$ cat config.mk
export PLATFORM = sky130hd
export DESIGN_NAME = mvau_div
export DESIGN_NICKNAME = d
export VERILOG_FILES = /design/src/sv/mvau_div.sv
export SDC_FILE = /design/constraint.sdc
export NUM_CORES = 1
export LEC_CHECK = 0
export BUFFER_PORTS_ARGS = -buffer_cell sky130_fd_sc_hd__buf_2
export CAP_MARGIN = 25
export CORE_UTILIZATION = 30
export DETAILED_ROUTE_END_ITERATION = 12
export GPL_TIMING_DRIVEN = 0
export REMOVE_ABC_BUFFERS = 1
export SLEW_MARGIN = 20
export SYNTH_ARGS = -nofsm -noshare
export SYNTH_HDL_FRONTEND = slang
export SYNTH_SLANG_ARGS = --single-unit
$ cat constraint.sdc
create_clock -name clk -period 5.01 [get_ports clk]
set_clock_uncertainty 0.05 [all_clocks]
set_input_delay 0.501 -clock clk [delete_from_list [all_inputs] [get_ports clk]]
set_output_delay 0.501 -clock clk [all_outputs]
set_load 0.02 [all_outputs]
$ cat src/sv/mvau_div.sv
// ----------------------------------------------------------------------------
// Lane divider
// Restoring unsigned 16-bit by 16-bit divider, one quotient bit per cycle.
// ----------------------------------------------------------------------------
module mvau_div (
	input  logic        clk,
	input  logic        arst_n,
	input  logic        start,
	input  logic [15:0] dividend,
	input  logic [15:0] divisor,
	output logic        done,
	output logic [15:0] quotient
);

	logic [16:0] rem_q;
	logic [15:0] dvd_q, dvs_q;
	logic [4:0]  cnt_q;
	logic        done_q;
	logic [16:0] rem_shift;
	logic        fits;

	assign rem_shift = {rem_q[15:0], dvd_q[15]};
	assign fits      = rem_shift >= {1'b0, dvs_q};

	always_ff @(posedge clk) begin
		if (start) begin
			rem_q <= '0;
			dvd_q <= dividend;
			dvs_q <= divisor;
		end else if (cnt_q != 5'd0) begin
			rem_q <= fits ? (rem_shift - {1'b0, dvs_q}) : rem_shift;
			dvd_q <= {dvd_q[14:0], fits};
		end
	end

	always_ff @(posedge clk or negedge arst_n) begin
		if (!arst_n) begin
			cnt_q  <= '0;
			done_q <= 1'b0;
		end else begin
			done_q <= 1'b0;
			if (start) begin
				cnt_q <= 5'd16;
			end else if (cnt_q != 5'd0) begin
				cnt_q <= cnt_q - 5'd1;
				done_q <= cnt_q == 5'd1;
			end
		end
	end

	assign done     = done_q;
	assign quotient = dvd_q;

endmodule

== Word-level counts from Yosys, hierarchy flattened ==
Cells that the tools add are included.
Storage, ports and cells
  input bits: 35
  register bits after elaboration: 54
  output and inout port bits: 17
  word-level logic and storage cells: 18
Cells by class
  equal/unequal tests: 1
  add/sub/neg operators: 2
  reductions and logical operators: 2
  $lt $le $gt $ge: 1
  muxes and demuxes: 7
Operators by type and width (count)
  two-way mux 16 bit: 3
  >= comparator 17 x 16 -> 1 bit: 1
  subtractor 16 bit: 1
  two-way mux 5 bit: 2
  == test 5 x 1 -> 1 bit (second input constant): 1
  nonzero test 5 bit: 1
  subtractor 5 x 1 -> 5 bit (second input constant): 1
  two-way mux 1 bit: 2
  nonzero test 2 bit: 1

== Depth between registers and ports, before layout ==
Gate-level depths: netlist (run 1).
  depth in word-level cells: 3
  depth in mapped cells: 11
  mapped depth without buffers: 9

== Least setup slack after synthesis (run 1) ==
No wires, ideal clock.
  path kind: reg-to-reg
  start: reg dvs_q[1]
  end: reg rem_q[10]
  data arrival time: 2151 ps
  path buffers: 1
  path slack: 2721 ps
  period minus slack after synthesis: 2289 ps
  setup time: 88 ps
  required time: 4872 ps
  cell stages (with the launch flop): 10
  path through: edfxtp_1 > inv_1 > ha_1 > nor2b_1 > o31ai_1 > a211oi_4 > o211ai_4 > buf_6 > nand3_1 > a311oi_2
Between the ends
  cells in the longest elaborated chain, start to end: 2
  elaborated cells on any way between the ends: 3
  classes of those cells: 1 x add/sub; 1 x order compare; 1 x mux
RTL lines
  start, declared: RTL line 16  | logic [15:0] dvd_q, dvs_q;
  start signal, assigned: RTL line 29  | dvs_q <= divisor;
  subtractor 16 bit / >= comparator 17 x 16 -> 1 bit (equally long branches): RTL line 31, 23
  two-way mux 16 bit *: RTL line 31  | rem_q <= fits ? (rem_shift - {1'b0, dvs_q}) : rem_shift;
  end signal, assigned: RTL line 31
  end, declared: RTL line 15  | logic [16:0] rem_q;
Every way passes the cells marked *; elsewhere a longest branch is shown, timed or not.
A chain may end at the register's enable or synchronous reset.

== Worst setup path after layout (run 1) ==
  start: reg dvs_q[1]
  end: reg rem_q[6]
The elaborated chain is that of the path after synthesis.

==> results of run 1 <==
[per-layer routing]
metal	global-route usage, %	up-vias
li1	-	1309
met1	16.7	1216
met2	22.7	66
met4	5.09	0
met3	2.49	9
met5	0	-
[through the flow]
step / power (mW) / std cells / hold slack [ps] / utilization (%)
after floorplan: 1.36 / 311 / 155 / -
after global placement: 1.57 / 502 / 279 / 33.9
after detailed placement: 1.59 / 502 / 284 / 33.9
after CTS: 1.86 / 511 / 288 / 34.9
after global routing: 2.00 / 511 / 280 / 34.9
final: 1.85 / 511 / 294 / 34.9
[state kept, by name, summed over array words and instances, names as in the netlist]
name and cells:
cnt_q 5, done 1, dvs_q 16, quotient 16, rem_q 16
[cell type report]
class,instances,area (um^2)
clock buffer,5,68.8
inverter,27,101
multi-input combinational,230,1700
sequential,54,1430
tap,140,175
timing repair buffer,52,268
fill,1078,7020
clock inverter,3,27.5
[cells in the mapped netlist (7+ instances only)]
library cell  instances  area, um^2
nor2_1               34         128
edfxtp_1             32         961
inv_1                27         101
ha_1                 19         238
dfxtp_1              16         320
mux2_2               15         169
o21ai_0              14        70.1
a21oi_1              13        65.1
nor3_1               12        60.1
nand3_1              11        55.1
clkbuf_1             10        37.5
nand2_1              10        37.5
a211oi_1              7        52.6
[worst max path at each step]
stage	endpoint	cells after the start	from
after global routing	rem_q[6]	8	dvs_q[1]
after floorplan	rem_q[15]	8	dvs_q[1]
after CTS	rem_q[5]	8	dvs_q[1]
after global placement	rem_q[14]	8	dvs_q[1]
after detailed placement	rem_q[5]	8	dvs_q[1]
final	rem_q[6]	8	dvs_q[1]
[cells in the final DEF (no fill, tap or decap), drive strengths merged, types with 9 or more instances in the layout]
cell / Yosys / final
buf: 5 / 51
nor2: 34 / 34
edfxtp: 32 / 32
inv: 27 / 29
ha: 19 / 19
o21ai: 19 / 19
dfxtp: 16 / 16
mux2: 15 / 15
a21oi: 13 / 13
nor3: 12 / 12
nand3: 11 / 11
nand2: 10 / 10
a211oi: 9 / 9
[kinds of logic after synthesis]
family | after synthesis
compound gates | 93
simple gates | 91
flops | 54
buf+inv | 43
fa+ha+maj | 20
mux | 18
xor+xnor | 8
[power by group]
| part | total [mW] | internal [mW] | switching [mW] |
|---|---|---|---|
| sequential | 0.665 | 0.592 | 0.0735 |
| clock | 0.271 | 0.104 | 0.167 |
| combinational | 0.916 | 0.367 | 0.549 |
==> results_dict.tcl, run 1 <==
set metrics [dict create \
    avgSynthCellArea_um2 10.1 \
    io_pins 52 \
    clk_latency_ps 320 \
    drt_iter0_markers 155 \
    synth_fa_ha_area_share_pct 7.78 \
    dp_hpwl_mm 5.08 \
    finalCritPeriodShare_pct 54.9 \
    synthSimpleGateAreaFrac_pct 13.3 \
    pre_cts_slack_ps 2260 \
    rrSetupSlack_ps 2260 \
    syn_to_final_growth_pct 13.8 \
    fin_area_um2 3770 \
    die_w_um 107 \
    antenna_found_initial 0 \
    synthArstFlopShare_pct 11.1 \
    drt-met1-wl_mm 3.47 \
    path_class "register to register" \
    maxSlewHeadroom_pct 37.1 \
    die_y_um 107 \
    num_antenna_cells 0 \
    cp-end-kind "register" \
    portBuffers 51 \
    cp.required_ps 5190 \
    track_usage_pct 13.4 \
    min_path_type "input port to register" \
    synth_compound_gate_area_share_pct 22.1 \
    detail_route.wl_per_cell_um 14.2 \
    yosysWarnings 0 \
    grt-ovfl-total 0 \
    crit_family "compound AO/OA/AOI/OAI gates" \
    yosys_most_used_dff "edfxtp_1" \
    critPathMaxFanout 18 \
    cp_cell_sequence "inv_1 > ha_1 > nor2b_1 > o31ai_1 > a211oi_4 > o211ai_4 > nand3_1 > a311oi_1" \
    netlist_instances 327 \
    status "finished, final reports clean" \
    postCtsSetupRepairBufs 0 \
    rows 38 \
    power_density_nw_per_um2 491 \
    numCtsBuffers 5 \
    cpPeakStageDelay_ps 550 \
    route.met3.wl_um 322 \
    crit_buf_inv 1 \
    synth.mux.area_fraction_pct 6.00 \
    fp.dieArea_um2 11500 \
    clk_path_buf_depth 2 \
    grt_first_pass_wirelength_mm 12.1 \
    antenna_left 0 \
    drtPass1Iterations 4 \
    syn_area_um2 3310 \
    setup_slack_ps 2260 \
    post-route-drc-count 0 \
    worst_pin_slew_ps 942 \
    wl_met2_mm 3.37 \
    ctsHtreeMaxLevel 2 \
    hold_end "dvs_q[15]" \
    totalWireLength_mm 7.26 \
    ys_seq_area_share_pct 43.2 \
    clock_sinks 54 \
    path_clk_slew_ps 120 \
    min_path_cells 1 \
    ir_drop_uv 194 \
    gp_congestion 0.796 \
    synth_seq_cells 54 \
    finalCriticalPeriod_ps 2750 \
    synth_top_family_by_area "compound AO/OA/AOI/OAI gates" \
    synth_edf_count 32 \
    fmax_mhz 363 \
    core_um2 10800 \
    drv_cap 0 \
    root_buffer "clkbuf_8" \
    drive_gt1_share_pct 22.1 \
    worst_ep_arrival_time_ps 2930 \
    grt_pass1_vias 2588 \
    fin_nets 425 \
    cp-start-kind "register" \
    grt_max_degree 62 \
    hold_path_startpoint "divisor[15]" \
    rr_worst_depth 8 \
    viasPerCell 5.09 \
    slowest_stage "o211ai_4" \
    start_util_pct 30.7 \
    synth_xor_area_share_pct 2.11 \
    fin_setup_tns_ps 0 \
    synth.distinct_cells 57 \
    timing.rr.start "dvs_q[1]" \
    placed_cell_area_um2 3660 \
    timing.rr.end "rem_q[6]" \
    cts_tree "built" \
    setup_violations 0 \
    via_count 2600 \
    rsz0062_at_grt "no" \
    cts-hold-fix-buffers 1 \
    slew_violations 0 \
    top_layer "met4" \
    leakagePower_nw 1.58 \
    cts_resized 0 \
    hold_violations 0 \
]
No activity file was read; power rests on OpenSTA's default activity.
==> run 2, diff against run 1 <==
ABC_AREA = 1   (was default)
clock period = 2.8 ns   (was 5.01 ns; I/O delays follow)
==> results_dict.tcl, run 2 <==
set metrics [dict create \
    cp.required_ps 3020 \
    grt_first_pass_wirelength_mm 12.6 \
    fmax_mhz 446 \
    numCtsBuffers 5 \
    synthArstFlopShare_pct 11.1 \
    dp_hpwl_mm 5.22 \
    yosysWarnings 0 \
    viasPerCell 4.44 \
    slew_violations 0 \
    ir_drop_uv 328 \
    avgSynthCellArea_um2 7.42 \
    yosysTopAreaCell "edfxtp_1" \
    yosys_most_used_dff "edfxtp_1" \
    detail_route.wl_per_cell_um 11.3 \
    clock_sinks 54 \
    syn_area_um2 3370 \
    io_pins 52 \
    min_path_type "input port to register" \
    cp-end-kind "register" \
    antenna_left 0 \
    syn_to_final_growth_pct 14.9 \
    num_antenna_cells 0 \
    critPathMaxFanout 18 \
    yosysMostFrequentCell "nand2_1" \
    cp-start-kind "register" \
    via_count 2862 \
    seq_area_um2 1430 \
    grt_pass1_vias 2803 \
    hold_violations 0 \
    drtPass1Iterations 4 \
    portBuffers 51 \
    min_path_cells 1 \
    root_buffer "clkbuf_8" \
    die_w_um 108 \
    fin_setup_tns_ps 0 \
    leakagePower_nw 2.10 \
    mostFrequentLayoutCell "nand2_1" \
    ys_seq_area_share_pct 42.5 \
    clk_latency_ps 330 \
    antenna_found_initial 0 \
    rr_worst_depth 10 \
    path_class "register to register" \
    holdWs_ps 73.8 \
    setup_violations 0 \
    worst_ep_arrival_time_ps 2460 \
    maxSlewHeadroom_pct 48.9 \
    track_usage_pct 13.8 \
    yosys-top-cells-area "edfxtp_1 29%, nand2_1 21%, dfxtp_1 9.5%" \
    status "finished, final reports clean" \
    totalWireLength_mm 7.31 \
    fp.dieArea_um2 11700 \
    nFillCells 1127 \
    worst_pin_slew_ps 767 \
    cts_tree "built" \
    gp_congestion 0.855 \
    core_um2 10900 \
    die_y_um 108 \
    finalCriticalPeriod_ps 2240 \
    ctsHtreeMaxLevel 2 \
    drv_cap 0 \
    synth_seq_cells 54 \
    synth.distinct_cells 35 \
    grt-ovfl-total 0 \
    synth_edf_count 32 \
    synthTopCellsByCount "184 x nand2_1, 77 x inv_1, 43 x nand3_1" \
    clk_path_buf_depth 2 \
    finalCritPeriodShare_pct 80.0 \
    drive_gt1_share_pct 15.5 \
    rsz0062_at_grt "no" \
    path_clk_slew_ps 110 \
    drt_iter0_markers 169 \
    multi_input_area_um2 1580 \
    post-route-drc-count 0 \
    grt_max_degree 36 \
    layout_common_cells "184 x nand2_1, 77 x inv_1, 51 x buf_2" \
    power_density_nw_per_um2 838 \
    rows 38 \
    synth_top_area_share_pct 28.5 \
    fin_nets 558 \
    netlist_instances 454 \
    start_util_pct 30.9 \
]
==> run 2: cell types whose count changed after synthesis, moves of 6 or more <==
cell	previous run	this run
nor3_1	12	4
inv_1	27	77
mux2_2	15	0
nand3_1	11	43
o211ai_1	6	0
nor2_1	34	11
clkbuf_1	10	2
a211oi_1	7	1
nand2_1	10	184
o21ai_0	14	1
==> run 2: cells by family after synthesis <==
kind of cell	count (synthesis)	synth area share, %
XOR/XNOR	7	1.82
AND/OR/NAND/NOR	265	34.3
adder cells (fa/ha/maj)	20	7.66
flip-flops	54	42.5
AO/OA/AOI/OAI	17	2.86
buffers and inverters	91	10.8
==> run 2: power breakdown <==
| part | leakage (nW) | switching [mW] | total, mW | internal, mW |
|---|---|---|---|---|
| Clock | 0.0587 | 0.287 | 0.558 | 0.272 |
| Sequential | 0.539 | 0.117 | 1.16 | 1.04 |
| Combinational | 1.51 | 0.970 | 1.52 | 0.551 |
| Total | 2.10 | 1.37 | 3.24 | 1.87 |
==> run 2: final timing paths <==
| kind | from | end | slack [ps] |
|---|---|---|---|
| min in group asynchronous | arst_n | cnt_q[3] | 240 |
| worst max register to register | dvs_q[14] | rem_q[13] | 560 |
| worst max-delay path | dvs_q[14] | rem_q[13] | 560 |
| max in group asynchronous | arst_n | cnt_q[4] | 2310 |
| worst min register to register | rem_q[10] | rem_q[10] | 430 |
| worst min-delay path | divisor[2] | dvs_q[2] | 70 |
==> run 2: per-stage QoR <==
step | cells | util, % | cell area (um^2) | setup WS [ps] | total power, mW
finish | 644 | 35.5 | 3870 | 559 | 3.24
CTS | 644 | 35.5 | 3860 | 208 | 3.26
floorplan | 444 | - | 3310 | 848 | 2.32
detailed placement | 635 | 34.3 | 3740 | 230 | 2.69
global placement | 635 | 34.3 | 3740 | 199 | 2.67
global route | 644 | 35.5 | 3870 | 302 | 3.53
==> run 2: timing repair <==
action / in CTS / in global routing
endpoints found under the hold margin: 6 / 0
buffers inserted: 0 / 0
endpoints found under the setup margin: 0 / 3
hold buffers: 1 / 0
gates resized for setup: 0 / 1
==> run 2: critical path, cell delays in order, from the launching register on <==
cell and delay (ps):
edfxtp_1 340, inv_1 40, ha_1 340, a21oi_1 230, o21a_1 150, nand2_2 70, nor2_4 420, nand2_4 240
nand2_1 130, nand3_1 70, nand2_1 90
==> run 2: routing by layer <==
metal | GRT usage, % | vias up | routed length (um) | share of wire, %
li1 | - | 1513 | - | -
met1 | 17.6 | 1267 | 3440 | 47
met2 | 22.3 | 74 | 3350 | 46
met3 | 3.01 | 8 | 384 | 5.3
met4 | 6.07 | 0 | 137 | 1.9
met5 | 0 | - | 0 | 0
==> run 2: final cells by class <==
cell class / count / share of cell area, %
clock buffers: 5 / 1.78
clock inverters: 3 / 1.23
inverters: 81 / 7.86
multi-input cells: 309 / 40.8
flip-flops and latches: 54 / 37.0
well taps: 140 / 4.53
repair buffers: 52 / 6.86
==> run 3, diff against run 2 <==
ABC_AREA = 0   (was 1)
clock period = 2.2 ns   (was 2.8 ns; I/O delays follow)
==> results_dict.tcl, run 3 (same netlist as run 1, synthesis figures left out) <==
set metrics [dict create \
    violations "negative setup slack" \
    nFillCells 1017 \
    antenna_found_initial 0 \
    numCtsBuffers 5 \
    core_um2 10800 \
    drtPass1Iterations 5 \
    die_y_um 107 \
    path_class "register to register" \
    sw_frac_of_total_pct 42.5 \
    p_sw_mw 2.13 \
    cp-start-kind "register" \
    ctsHtreeMaxLevel 2 \
    layout_common_cells "50 x buf_2, 33 x nor2_1, 32 x edfxtp_1" \
    syn_to_final_growth_pct 32.9 \
    clock_sinks 54 \
    antenna_left 0 \
    grt_pass1_vias 2946 \
    setup_slack_ps -176 \
    cts_tree "built" \
    detail_route.wl_per_cell_um 16.0 \
    fin_nets 464 \
    rsz0062_at_grt "yes" \
    pwr-share-comb_pct 56.6 \
    hold_violations 0 \
    cp-end-kind "register" \
    drt_iter0_markers 226 \
    track_usage_pct 15.5 \
    die_w_um 107 \
    ir_drop_uv 456 \
    worst_pin_slew_ps 970 \
    grt_max_degree 62 \
    clk_latency_ps 330 \
    grt-ovfl-total 0 \
    finish.utilization_pct 40.8 \
    worst_ep_arrival_time_ps 2600 \
    dp_hpwl_mm 5.08 \
    holdWs_ps 9.88 \
    drv_cap 0 \
    post-route-drc-count 0 \
    finalPower_mw 5.02 \
    finalCritPeriodShare_pct 108 \
    leakagePower_nw 1.81 \
    min_path_cells 1 \
    start_util_pct 30.7 \
    placed_cell_area_um2 3660 \
    fp.dieArea_um2 11500 \
    slew_violations 0 \
    rows 38 \
    fin_setup_tns_ps -1040 \
    viasPerCell 5.38 \
    cpPeakStageDelay_ps 460 \
    rr_worst_depth 9 \
    cp_cell_sequence "inv_2 > ha_4 > o21a_1 > o31ai_4 > a211oi_4 > o211ai_4 > buf_12 > a2111oi_0 > a211o_1" \
    fin_area_um2 4400 \
    io_pins 52 \
    slowest_stage "a2111oi_0" \
    clk_path_buf_depth 2 \
    p_int_mw 2.89 \
    final_cell_count_no_fill 550 \
    seq_power_share_pct 31.0 \
    portBuffers 51 \
    p_clk_share_pct 12.5 \
    via_count 2960 \
    drive_gt1_share_pct 39.3 \
    pre_cts_slack_ps -553 \
    grt_first_pass_wirelength_mm 14.0 \
    min_path_type "input port to register" \
    fmax_mhz 421 \
    cp.required_ps 2420 \
    path_clk_slew_ps 110 \
    totalWireLength_mm 8.79 \
    status "complete, but fails checks" \
    root_buffer "clkbuf_8" \
    mostFrequentLayoutCell "buf_2" \
    num_antenna_cells 0 \
    power_density_nw_per_um2 1140 \
    dpl.cell_count 502 \
    maxSlewHeadroom_pct 35.2 \
    finalCriticalPeriod_ps 2380 \
    gp_congestion 0.796 \
    setup_violations 12 \
    critPathMaxFanout 5 \
]
run 3: final cells by class:
| cell class | count | area (um^2) | area share (%) |
|---|---|---|---|
| clock buffers | 5 | 68.8 | 1.56 |
| clock inverters | 3 | 27.5 | 0.625 |
| inverters | 27 | 101 | 2.30 |
| multi-input cells | 231 | 1990 | 45.3 |
| flip-flops and latches | 54 | 1430 | 32.5 |
| well taps | 140 | 175 | 3.98 |
| repair buffers | 90 | 604 | 13.7 |
run 3: path summary, 6_finish.rpt:
check / slack [ps] / start / end
setup / recovery: -180 / dvs_q[2] / rem_q[1]
hold / removal: 10 / divisor[15] / dvs_q[15]
setup reg to reg: -180 / dvs_q[2] / rem_q[1]
hold reg to reg: 480 / rem_q[8] / rem_q[8]
max in group asynchronous: 1770 / arst_n / cnt_q[0]
min in group asynchronous: 180 / arst_n / cnt_q[2]
run 3: worst max-delay path: cells and delay by family, from the launching register on:
| family | cells | cell delay (ps) |
|---|---|---|
| flip-flops | 1 | 360 |
| AO/OA/AOI/OAI | 6 | 1440 |
| adder cells (fa/ha/maj) | 1 | 270 |
| buffers and inverters | 2 | 210 |
run 3: what timing repair did:
| action | in CTS | in global routing |
|---|---|---|
| hold endpoints to repair | 6 | 3 |
| setup buffers | 33 | 2 |
| endpoints found under the setup margin | 33 | 16 |
| pin swaps | 23 | 8 |
| hold buffers | 1 | 3 |
| cloned | 2 | 0 |
| resized for setup | 52 | 16 |
run 3: routing by layer:
metal  vias to the layer above  wire, um  track usage [%]
li1                       1390         -                -
met2                       127      4300             27.3
met5                         -         0                0
met4                         0       153             4.99
met1                      1420      3830             18.6
met3                        23       510             3.53
run 3: power groups by stage:
stage          combinational [mW]  sequential, mW  clock (mW)
6_report                     2.84            1.55       0.626
2_1_floorplan                1.50            1.60           0
3_5_place_dp                 2.08            1.54           0
4_1_cts                      2.65            1.55       0.643
3_3_place_gp                 2.05            1.53           0
5_1_grt                      3.08            1.59       0.678
